==> src/design/apm_pkg.sv <==
// ----------------------------------------------------------------------------
// apm_pkg: shared types and constants of the averaging panel meter
// Transaction payloads, command queue entries and fixed field widths.
// ----------------------------------------------------------------------------
package apm_pkg;

  localparam int SAMPLE_W    = 10;
  localparam int SUM_W       = 16;
  localparam int COUNT_W     = 6;
  localparam int READING_W   = 10;
  localparam int DIGIT_W     = 4;
  localparam int ENABLE_W    = 3;
  localparam int SCAN_W      = 2;
  localparam int SCALE_W     = 24;
  localparam int SCALE_FRAC  = 16;
  localparam int RECIP_SHIFT = 22;
  localparam int QUEUE_DEPTH = 2;

  localparam int AVG_COUNT_DEFAULT = 50;

  localparam logic [READING_W-1:0] READING_MAX = 10'd999;
  localparam logic [SCALE_W-1:0]   SCALE_RESET = 24'd3203;

  localparam logic [ENABLE_W-1:0] ENABLE_OFF      = 3'b000;
  localparam logic [ENABLE_W-1:0] ENABLE_ONES     = 3'b001;
  localparam logic [ENABLE_W-1:0] ENABLE_TENS     = 3'b010;
  localparam logic [ENABLE_W-1:0] ENABLE_HUNDREDS = 3'b100;

  localparam logic [SCAN_W-1:0] SCAN_ONES     = 2'd0;
  localparam logic [SCAN_W-1:0] SCAN_TENS     = 2'd1;
  localparam logic [SCAN_W-1:0] SCAN_HUNDREDS = 2'd2;

  localparam logic ACTION_SAMPLE = 1'b0;
  localparam logic ACTION_TICK   = 1'b1;

  typedef struct packed {
    logic                action;
    logic [SAMPLE_W-1:0] sample;
  } in_t;

  typedef struct packed {
    logic [DIGIT_W-1:0]   display_digit;
    logic [ENABLE_W-1:0]  digit_enable;
    logic [READING_W-1:0] reading;
    logic                 new_reading;
  } out_t;

  typedef enum logic [1:0] {
    CMD_PLAIN = 2'd0,
    CMD_AVG   = 2'd1,
    CMD_TICK  = 2'd2
  } cmd_kind_t;

  typedef struct packed {
    cmd_kind_t          kind;
    logic [SUM_W-1:0]   sum;
  } cmd_t;

  typedef enum logic [1:0] {
    BK_IDLE  = 2'd0,
    BK_CORR  = 2'd1,
    BK_SCALE = 2'd2,
    BK_SAT   = 2'd3
  } back_state_t;

endpackage

==> src/design/averaging_panel_meter_display.sv <==
// ----------------------------------------------------------------------------
// averaging_panel_meter_display: averaging panel meter with digit scan
// Boxcar average of converter samples, scaled to tenths of a volt, shown on a
// three-digit multiplexed BCD display.
//
//   Channel   Direction  Handshake              Payload
//   in        input      in_valid / in_ready    apm_pkg::in_t
//   out       output     out_valid / out_ready  apm_pkg::out_t
//   cfg       input      cfg_valid / cfg_ready  scale_factor, 24 bits
//
// A sample that does not complete an average and a scan tick are each handled
// in the idle state; a sample that completes an average passes on through the
// divide-by-count correction, the scale multiply and the saturation steps.
// The input is taken every cycle while the two-entry command queue has room.
// Reset is synchronous, clears the sum, count, reading and scan, and loads the
// default scale.
// A stalled output holds its transaction and the back end waits on it.
// ----------------------------------------------------------------------------
module averaging_panel_meter_display #(
  parameter int AVG_COUNT = apm_pkg::AVG_COUNT_DEFAULT
) (
  input  logic                        clk,
  input  logic                        rst,
  input  logic                        in_valid,
  output logic                        in_ready,
  input  apm_pkg::in_t                in_data,
  output logic                        out_valid,
  input  logic                        out_ready,
  output apm_pkg::out_t               out_data,
  input  logic                        cfg_valid,
  output logic                        cfg_ready,
  input  logic [apm_pkg::SCALE_W-1:0] cfg_data
);

  logic          push;
  apm_pkg::cmd_t push_cmd;
  logic          queue_full;
  logic          pop;
  logic          head_valid;
  apm_pkg::cmd_t head_cmd;

  apm_front #(
    .AVG_COUNT (AVG_COUNT)
  ) u_front (
    .clk        (clk),
    .rst        (rst),
    .in_valid   (in_valid),
    .in_ready   (in_ready),
    .in_data    (in_data),
    .queue_full (queue_full),
    .push       (push),
    .push_cmd   (push_cmd)
  );

  apm_queue u_queue (
    .clk        (clk),
    .rst        (rst),
    .push       (push),
    .push_cmd   (push_cmd),
    .full       (queue_full),
    .pop        (pop),
    .head_valid (head_valid),
    .head_cmd   (head_cmd)
  );

  apm_back #(
    .AVG_COUNT (AVG_COUNT)
  ) u_back (
    .clk        (clk),
    .rst        (rst),
    .cfg_valid  (cfg_valid),
    .cfg_ready  (cfg_ready),
    .cfg_data   (cfg_data),
    .head_valid (head_valid),
    .head_cmd   (head_cmd),
    .pop        (pop),
    .out_valid  (out_valid),
    .out_ready  (out_ready),
    .out_data   (out_data)
  );

endmodule

==> src/design/apm_front.sv <==
// ----------------------------------------------------------------------------
// apm_front: input side of the panel meter
// Accepts transactions, accumulates samples and issues one command per item.
// ----------------------------------------------------------------------------
module apm_front #(
  parameter int AVG_COUNT = apm_pkg::AVG_COUNT_DEFAULT
) (
  input  logic          clk,
  input  logic          rst,
  input  logic          in_valid,
  output logic          in_ready,
  input  apm_pkg::in_t  in_data,
  input  logic          queue_full,
  output logic          push,
  output apm_pkg::cmd_t push_cmd
);

  localparam logic [apm_pkg::COUNT_W-1:0] LastCount = apm_pkg::COUNT_W'(AVG_COUNT - 1);

  logic [apm_pkg::SUM_W-1:0]   sample_sum;
  logic [apm_pkg::COUNT_W-1:0] sample_count;
  logic [apm_pkg::SUM_W-1:0]   sum_added;
  logic                        complete;

  assign in_ready  = !queue_full;
  assign push      = in_valid && in_ready;
  assign sum_added = sample_sum + apm_pkg::SUM_W'(in_data.sample);
  assign complete  = (sample_count >= LastCount);

  always_comb begin
    push_cmd.sum = sum_added;
    if (in_data.action == apm_pkg::ACTION_TICK) begin
      push_cmd.kind = apm_pkg::CMD_TICK;
    end else if (complete) begin
      push_cmd.kind = apm_pkg::CMD_AVG;
    end else begin
      push_cmd.kind = apm_pkg::CMD_PLAIN;
    end
  end

  always_ff @(posedge clk) begin
    if (rst) begin
      sample_sum   <= '0;
      sample_count <= '0;
    end else if (push && in_data.action == apm_pkg::ACTION_SAMPLE) begin
      if (complete) begin
        sample_sum   <= '0;
        sample_count <= '0;
      end else begin
        sample_sum   <= sum_added;
        sample_count <= sample_count + 1'b1;
      end
    end
  end

endmodule

==> src/design/apm_queue.sv <==
// ----------------------------------------------------------------------------
// apm_queue: short command queue between front and back
// Lets the input side keep accepting while the back end works or stalls.
// ----------------------------------------------------------------------------
module apm_queue (
  input  logic          clk,
  input  logic          rst,
  input  logic          push,
  input  apm_pkg::cmd_t push_cmd,
  output logic          full,
  input  logic          pop,
  output logic          head_valid,
  output apm_pkg::cmd_t head_cmd
);

  localparam int PtrW = $clog2(apm_pkg::QUEUE_DEPTH);
  localparam int CntW = $clog2(apm_pkg::QUEUE_DEPTH + 1);
  localparam logic [PtrW-1:0] LastPtr = PtrW'(apm_pkg::QUEUE_DEPTH - 1);
  localparam logic [CntW-1:0] DepthCnt = CntW'(apm_pkg::QUEUE_DEPTH);

  apm_pkg::cmd_t   entries [apm_pkg::QUEUE_DEPTH];
  logic [PtrW-1:0] wr_ptr;
  logic [PtrW-1:0] rd_ptr;
  logic [CntW-1:0] fill;

  assign full       = (fill == DepthCnt);
  assign head_valid = (fill != '0);
  assign head_cmd   = entries[rd_ptr];

  always_ff @(posedge clk) begin
    if (push) begin
      entries[wr_ptr] <= push_cmd;
    end
  end

  always_ff @(posedge clk) begin
    if (rst) begin
      wr_ptr <= '0;
      rd_ptr <= '0;
      fill   <= '0;
    end else begin
      if (push) begin
        wr_ptr <= (wr_ptr == LastPtr) ? '0 : wr_ptr + 1'b1;
      end
      if (pop) begin
        rd_ptr <= (rd_ptr == LastPtr) ? '0 : rd_ptr + 1'b1;
      end
      if (push && !pop) begin
        fill <= fill + 1'b1;
      end else if (pop && !push) begin
        fill <= fill - 1'b1;
      end
    end
  end

endmodule

==> src/design/apm_back.sv <==
// ----------------------------------------------------------------------------
// apm_back: execution side of the panel meter
// Averages, scales and saturates readings, scans digits, holds the result.
// ----------------------------------------------------------------------------
module apm_back #(
  parameter int AVG_COUNT = apm_pkg::AVG_COUNT_DEFAULT
) (
  input  logic                        clk,
  input  logic                        rst,
  input  logic                        cfg_valid,
  output logic                        cfg_ready,
  input  logic [apm_pkg::SCALE_W-1:0] cfg_data,
  input  logic                        head_valid,
  input  apm_pkg::cmd_t               head_cmd,
  output logic                        pop,
  output logic                        out_valid,
  input  logic                        out_ready,
  output apm_pkg::out_t               out_data
);

  localparam int RecipW = apm_pkg::RECIP_SHIFT + 1;
  localparam int DivW   = apm_pkg::SUM_W + RecipW;
  localparam int NW     = 7;
  localparam int MulW   = apm_pkg::SUM_W + apm_pkg::SCALE_W;
  localparam logic [RecipW-1:0] Recip = RecipW'((1 << apm_pkg::RECIP_SHIFT) / AVG_COUNT);
  localparam logic [NW-1:0] Divisor = NW'(AVG_COUNT);

  apm_pkg::back_state_t state;
  apm_pkg::back_state_t state_next;

  logic [apm_pkg::SCALE_W-1:0]   scale_factor;
  logic [apm_pkg::SUM_W-1:0]     sum_hold;
  logic [DivW-1:0]               div_prod;
  logic [apm_pkg::SUM_W-1:0]     average;
  logic [MulW-1:0]               scale_prod;
  logic [apm_pkg::READING_W-1:0] latest_reading;
  logic [apm_pkg::SCAN_W-1:0]    scan_position;
  logic [apm_pkg::DIGIT_W-1:0]   driven_digit;
  logic [apm_pkg::ENABLE_W-1:0]  driven_enable;

  logic                          out_free;
  logic                          finish;
  logic [apm_pkg::SUM_W-1:0]     quot_est;
  logic [apm_pkg::SUM_W+NW-1:0]  quot_times_n;
  logic [apm_pkg::SUM_W-1:0]     remainder;
  logic [apm_pkg::SUM_W-1:0]     quot_fixed;
  logic [apm_pkg::SCALE_W-1:0]   scaled;
  logic [apm_pkg::READING_W-1:0] saturated;

  logic [17:0]                   tens_prod;
  logic [15:0]                   hund_prod;
  logic [6:0]                    tens_quot;
  logic [3:0]                    hund_quot;
  logic [apm_pkg::DIGIT_W-1:0]   digit_ones;
  logic [apm_pkg::DIGIT_W-1:0]   digit_tens;
  logic [apm_pkg::DIGIT_W-1:0]   tick_digit;
  logic [apm_pkg::ENABLE_W-1:0]  tick_enable;
  logic [apm_pkg::SCAN_W-1:0]    tick_position;

  assign cfg_ready = 1'b1;
  assign out_free  = !out_valid || out_ready;

  always_comb begin
    state_next = state;
    pop        = 1'b0;
    finish     = 1'b0;
    unique case (state)
      apm_pkg::BK_IDLE: begin
        if (head_valid && out_free) begin
          pop = 1'b1;
          if (head_cmd.kind == apm_pkg::CMD_AVG) begin
            state_next = apm_pkg::BK_CORR;
          end
        end
      end
      apm_pkg::BK_CORR: begin
        state_next = apm_pkg::BK_SCALE;
      end
      apm_pkg::BK_SCALE: begin
        state_next = apm_pkg::BK_SAT;
      end
      apm_pkg::BK_SAT: begin
        finish     = 1'b1;
        state_next = apm_pkg::BK_IDLE;
      end
      default: begin
        state_next = apm_pkg::BK_IDLE;
      end
    endcase
  end

  always_ff @(posedge clk) begin
    if (rst) begin
      state <= apm_pkg::BK_IDLE;
    end else begin
      state <= state_next;
    end
  end

  // Reciprocal estimate is at most one low; one compare fixes it.
  assign quot_est     = div_prod[apm_pkg::RECIP_SHIFT +: apm_pkg::SUM_W];
  assign quot_times_n = (apm_pkg::SUM_W+NW)'(quot_est) * (apm_pkg::SUM_W+NW)'(Divisor);
  assign remainder    = sum_hold - quot_times_n[apm_pkg::SUM_W-1:0];
  assign quot_fixed   = (remainder >= apm_pkg::SUM_W'(Divisor)) ? quot_est + 1'b1 : quot_est;

  assign scaled    = scale_prod[apm_pkg::SCALE_FRAC +: apm_pkg::SCALE_W];
  assign saturated = (scaled > apm_pkg::SCALE_W'(apm_pkg::READING_MAX)) ?
                     apm_pkg::READING_MAX : scaled[apm_pkg::READING_W-1:0];

  // Digit split of a reading below one thousand by reciprocal multiplies.
  assign tens_prod  = 18'(latest_reading) * 18'd205;
  assign hund_prod  = 16'(latest_reading) * 16'd41;
  assign tens_quot  = tens_prod[17:11];
  assign hund_quot  = hund_prod[15:12];
  assign digit_ones = apm_pkg::DIGIT_W'(latest_reading - 10'(tens_quot) * 10'd10);
  assign digit_tens = apm_pkg::DIGIT_W'(tens_quot - 7'(hund_quot) * 7'd10);

  always_comb begin
    tick_digit    = driven_digit;
    tick_enable   = apm_pkg::ENABLE_OFF;
    tick_position = apm_pkg::SCAN_ONES;
    unique case (scan_position)
      apm_pkg::SCAN_ONES: begin
        tick_digit    = digit_ones;
        tick_enable   = apm_pkg::ENABLE_ONES;
        tick_position = apm_pkg::SCAN_TENS;
      end
      apm_pkg::SCAN_TENS: begin
        tick_digit    = digit_tens;
        tick_enable   = apm_pkg::ENABLE_TENS;
        tick_position = apm_pkg::SCAN_HUNDREDS;
      end
      apm_pkg::SCAN_HUNDREDS: begin
        tick_digit    = hund_quot;
        tick_enable   = apm_pkg::ENABLE_HUNDREDS;
        tick_position = apm_pkg::SCAN_ONES;
      end
      default: begin
        tick_digit    = driven_digit;
        tick_enable   = apm_pkg::ENABLE_OFF;
        tick_position = apm_pkg::SCAN_ONES;
      end
    endcase
  end

  always_ff @(posedge clk) begin
    if (pop && head_cmd.kind == apm_pkg::CMD_AVG) begin
      sum_hold <= head_cmd.sum;
      div_prod <= DivW'(head_cmd.sum) * DivW'(Recip);
    end
    if (state == apm_pkg::BK_CORR) begin
      average <= quot_fixed;
    end
    if (state == apm_pkg::BK_SCALE) begin
      scale_prod <= MulW'(average) * MulW'(scale_factor);
    end
  end

  always_ff @(posedge clk) begin
    if (rst) begin
      scale_factor   <= apm_pkg::SCALE_RESET;
      latest_reading <= '0;
      scan_position  <= apm_pkg::SCAN_ONES;
      driven_digit   <= '0;
      driven_enable  <= apm_pkg::ENABLE_OFF;
    end else begin
      if (cfg_valid && cfg_ready) begin
        scale_factor <= cfg_data;
      end
      if (finish) begin
        latest_reading <= saturated;
      end
      if (pop && head_cmd.kind == apm_pkg::CMD_TICK) begin
        scan_position <= tick_position;
        driven_digit  <= tick_digit;
        driven_enable <= tick_enable;
      end
    end
  end

  always_ff @(posedge clk) begin
    if (rst) begin
      out_valid <= 1'b0;
    end else if (finish || (pop && head_cmd.kind != apm_pkg::CMD_AVG)) begin
      out_valid <= 1'b1;
    end else if (out_ready) begin
      out_valid <= 1'b0;
    end
  end

  always_ff @(posedge clk) begin
    if (finish) begin
      out_data.display_digit <= driven_digit;
      out_data.digit_enable  <= driven_enable;
      out_data.reading       <= saturated;
      out_data.new_reading   <= 1'b1;
    end else if (pop && head_cmd.kind == apm_pkg::CMD_TICK) begin
      out_data.display_digit <= tick_digit;
      out_data.digit_enable  <= tick_enable;
      out_data.reading       <= latest_reading;
      out_data.new_reading   <= 1'b0;
    end else if (pop && head_cmd.kind != apm_pkg::CMD_AVG) begin
      out_data.display_digit <= driven_digit;
      out_data.digit_enable  <= driven_enable;
      out_data.reading       <= latest_reading;
      out_data.new_reading   <= 1'b0;
    end
  end

endmodule

==> config.mk <==
export PLATFORM = sky130hd
export DESIGN_NAME = averaging_panel_meter_display
export DESIGN_NICKNAME = d
export VERILOG_FILES = /design/src/design/apm_pkg.sv /design/src/design/averaging_panel_meter_display.sv /design/src/design/apm_front.sv /design/src/design/apm_queue.sv /design/src/design/apm_back.sv
export SDC_FILE = /design/constraint.sdc
export NUM_CORES = 1
export LEC_CHECK = 0
export ABC_AREA = 1
export BUFFER_PORTS_ARGS = -buffer_cell sky130_fd_sc_hd__buf_2
export CORE_ASPECT_RATIO = 0.75
export CORE_MARGIN = 10
export CORE_UTILIZATION = 28
export DETAILED_ROUTE_END_ITERATION = 12
export MAX_ROUTING_LAYER = met4
export PLACE_DENSITY = 0.42
export SYNTH_ARGS = -nofsm -noshare
export SYNTH_HDL_FRONTEND = slang
export SYNTH_SLANG_ARGS = --single-unit
==> constraint.sdc <==
create_clock -name clk -period 8.11 [get_ports clk]
set_clock_uncertainty 0.15 [all_clocks]
set_input_delay 0 -clock clk [delete_from_list [all_inputs] [get_ports clk]]
set_output_delay 0 -clock clk [all_outputs]
set_load 0.005 [all_outputs]
After elaboration in Yosys (flattened, before gate mapping) --
Memory sizes are Yosys's and may differ from the RTL's. A register that Yosys moved wholly into a read port is not among the register bits. Cells that the tools add are included.
Storage, ports and cells: RAM bits 36, output and inout bits 21, memories kept 1, register bits 190
Memories:
- u_queue.entries | depth 2, bits a word 18, read ports 1, clocked after memory_dff 1, write ports 1, RTL line apm_queue.sv:21 | apm_pkg::cmd_t entries [apm_pkg::QUEUE_DEPTH];
Operators by class: $lt $le $gt $ge 3, bitwise gates (word level) 1, multiplexer cells 28, equality and inequality tests 11, reductions and logical operators 22, $add $sub $neg 10, multipliers 7
Operators by type and width (count):
- 18-bit 2-to-1 mux | 3
- 12-bit by 24-bit multiplier with 36-bit output | 1
- 16-bit by 16-bit multiplier with 32-bit output, second input constant | 1
- 24-bit by 10-bit > comparator with 1-bit output, second input constant | 1
- 10-bit by 8-bit multiplier with 18-bit output, second input constant | 1
- 16-bit by 10-bit adder with 16-bit output | 1
- 16-bit by 6-bit >= comparator with 1-bit output, second input constant | 1
- 10-bit by 6-bit multiplier with 16-bit output, second input constant | 1
- 16-bit 2-to-1 mux | 1
- 16-bit subtractor | 1
- 11-bit by 5-bit multiplier with 15-bit output, second input constant | 1
- 11-bit by 1-bit adder with 12-bit output, second input constant | 1
- 1-bit 2-to-1 mux | 12
- 4-bit one-hot mux with 3 select lines | 1
- 11-bit 2-to-1 mux | 1
- 2-bit == test, second input constant | 5
- 10-bit 2-to-1 mux | 1
- 2-bit 2-to-1 mux | 5
- 3-bit one-hot mux with 3 select lines | 1
- 1-bit logical AND | 8
- 2-bit one-hot mux with 4 select lines | 1
- 2-bit nonzero test | 4
- 4-bit subtractor | 2
- 7-bit by 3-bit multiplier with 3-bit output, second input constant | 1
- 16 further kinds | 26

Longest topological paths before layout --
word-level depth 9, gate-level depth with buffers 29, depth with buffers taken out 28

By module --
From an unflattened synthesis, not the netlist that was laid out.
Unflattened totals: cell total of the unflattened synthesis 3168, area, all modules 26246.4 µm²
Modules (own cells, without submodules):
- apm_back | area an instance 22962.0 µm², instances 1, cells each 2818
- apm_front | area an instance 1705.4 µm², instances 1, cells each 261
- apm_queue | area an instance 1579.0 µm², instances 1, cells each 89

Worst setup path after synthesis --
OpenSTA, ideal clock, no wires.
path kind register -> register, from reg (tool-made name), to reg u_back.div_prod[28], data pin, cell stages (with the launch flop) 26, period minus slack after synthesis 6.115 ns, library setup time 0.265 ns, required time 7.695 ns, slack 1.995 ns, arrival 5.700 ns, cell sequence dfxtp_1 buf_2 inv_1 clkbuf_1 or2_2 o21ai_0 inv_1 ha_1 inv_1 fa_1 inv_1 fa_1 ha_1 fa_1 inv_1 fa_1 inv_1 ha_1 a21oi_1 a21boi_0 o21ai_0 nand2_1 nand3_1 a21oi_1 o21ai_0 xor2_1
RTL lines:
- end signal, assigned | RTL line apm_back.sv:149 | div_prod <= DivW'(head_cmd.sum) * DivW'(Recip);
- end, declared | RTL line apm_back.sv:33 | logic [DivW-1:0] div_prod;

==> metrics <==
Post-synth EDFFs 111; post-placement cell count 4,383; clock sink count 183; post-route ant nets 0; Worst EP arrival 6930 ps; number of unique standard cell types used by synthesis 50; Main synth FF type edfxtp_1; 1st-iter DRT viols 1,258; drt total wl 72,800 µm; H-tree levels 4; Worst slew margin 21.4%; Syn-to-layout area delta 11.4%; Post-Syn Nets 3,890; Initial Util 28.3%; post-CTS setup buffers 0; cts bufs inserted 17; Hold Buf Count CTS 62; RSZ-0062 raised after global routing false; layout cells sized above 1 4.67%; first-pass GRT wire length 116,000 µm; Max Slew Vio Count 0; Syn. warnings 0; post_cts resized 0; post-synth top area cell fa_1; crit end category flop; FP Rows 96; Yosys reg bits 183; via/cell ratio 4.37; CP Launch Type flop; final core occ 31.6%; IO Port Bufs 59; kind of critical path reg -> reg; Fmax 146 MHz; CP max FO 19; Final setup viols 0; asr flop ratio synth 0%; CP delay by family, top adder cells; Final min period 6830 ps; synth top area cells fa_1, ha_1, edfxtp_1; wire per inst 16.3 µm; post-route clock period utilization 84.2%; synthesized area per cell 8.27 µm²; register area share after synthesis 18.4%; CTS tree built; gr usage total 14.5%; Buf/Inv on CP 9; Max Cap Viol 0; full die area 106,000 µm²; Cells after Synth 3,145; commonest non-fill, non-tap cells in the layout inv_1, nand2_1, ha_1; Tightest Hold Check Type in -> reg; detailed-route via count 19,561; Core ar. 91,800 µm²; Slowest-stage cell, CP fa_1; Die W 372 µm; Post-DP HPWL 60,600 µm; Synth top area share 26.8%; Worst-Margin Slew 1180 ps; final hold viol count 0; routability cong. 0.850; I/O pins 61; Finished Cell Area 29,000 µm²; worst-skew pair later-pin latency 520 ps; initial antenna violation count 0; Clock transition at path regs 80 ps; largest net degree at the start of global routing 38; Longest Clk Path Bufs 2; grt ovf 0; post-route non-filler standard cell count 4,478; vias in the first global route 19,698; Worst path max stage delay 530 ps; status complete, no violations; Pre-antenna DRT Iters 5; Die H 284 µm; most frequent CP cell inv_1; leading cell type in the layout, fill and taps excluded inv_1; final net count 3,984; final setup TNS 0 ps; CTS Root Cell clkbuf_16; placed cell area 27,700 µm²; synthesized cell area 26,000 µm²; detailed-route DRC error count 0; Worst Path Required 8210 ps
## sequential cells by signal, summed over array words and instances (netlist names), named ones only
name / count
u_back.div_prod: 11
u_queue.fill: 2
u_queue.rd_ptr: 1
u_back.scale_factor: 24
u_back.out_valid: 1
u_back.out_data: 18
u_back.scale_prod: 20
u_back.driven_digit: 4
u_back.sum_hold: 15
u_back.latest_reading: 10
u_back.state: 2
u_queue.wr_ptr: 1
u_back.average: 12
u_front.sample_sum: 16
u_back.driven_enable: 3
u_queue.entries: 36
u_front.sample_count: 6
## worst register-to-register path: cells and delay by family (launching register included)
family	cells	cell delay (ps)
adders and majority gates	7	3230
buffers and inverters	9	1140
AOI/OAI and AO/OA	6	1040
and+or+nand+nor	2	530
DFF	1	310
xor gates and xnor gates	1	160
## path summary, 6_finish.rpt
check | from | endpoint | slack [ps] | cells after the start
max | flop | u_back.div_prod[28]$_DFFE_PP_ | 1280 | 25
min | in_data[10] | u_queue.entries[0][17]$_DFFE_PP_ | 210 | 2
max reg2reg | flop | u_back.div_prod[28]$_DFFE_PP_ | 1280 | 25
min reg2reg | u_front.sample_count[5]$_SDFFE_PP0P_ | u_front.sample_count[5]$_SDFFE_PP0P_ | 310 | 2
## logic make-up after synthesis
family	share of synthesized area, %
AO/OA/AOI/OAI	6.47
multiplexers	0.0385
flip-flops	18.4
other	0.0144
buffers and inverters	12.7
AND/OR/NAND/NOR	15.8
adder cells (fa/ha/maj)	44.0
XOR/XNOR	2.73
## synth_stat cells, types with 4 or more instances
cell and number:
fa_1 348, dfxtp_1 72, o211ai_1 6, xor2_1 49
nor3_1 16, ha_1 357, xnor2_1 32, o21ai_0 92
nand3_1 76, nand2_1 678, o21bai_1 8, edfxtp_1 111
and3_1 5, nor4_1 8, a211oi_1 4, a31oi_1 15
nand4_1 24, a21o_1 15, a21oi_1 127, o21a_1 8
or2_2 17, clkbuf_1 65, nor2_1 167, inv_1 796
## per-layer routing
| layer | routed length, µm | track usage (%) |
|---|---|---|
| met5 | 0 | - |
| met4 | 779 | 2.60 |
| met2 | 26400 | 17.8 |
| met3 | 4160 | 2.77 |
| met1 | 41500 | 23.5 |
## through the flow
step	setup slack, ps	hold WS, ps
after global routing	752	200
after detailed placement	1260	82.1
after floorplan	2000	-51.1
after CTS	1230	137
final	1280	209
after global placement	1290	74.0
## layout make-up
type | count | area (µm²)
Sequential cell | 183 | 4770
Clock buffer | 17 | 425
Antenna cell | 1 | 2.50
Inverter | 798 | 3000
Timing Repair Buffer | 147 | 1110
Clock inverter | 15 | 176
Tap cell | 1225 | 1530
Fill cell | 9933 | 62800
Multi-Input combinational cell | 2092 | 17900
Power is left out: the tool's default activity adds up to more than one toggle a clock period on the data nets, which glitch-free logic cannot reach.
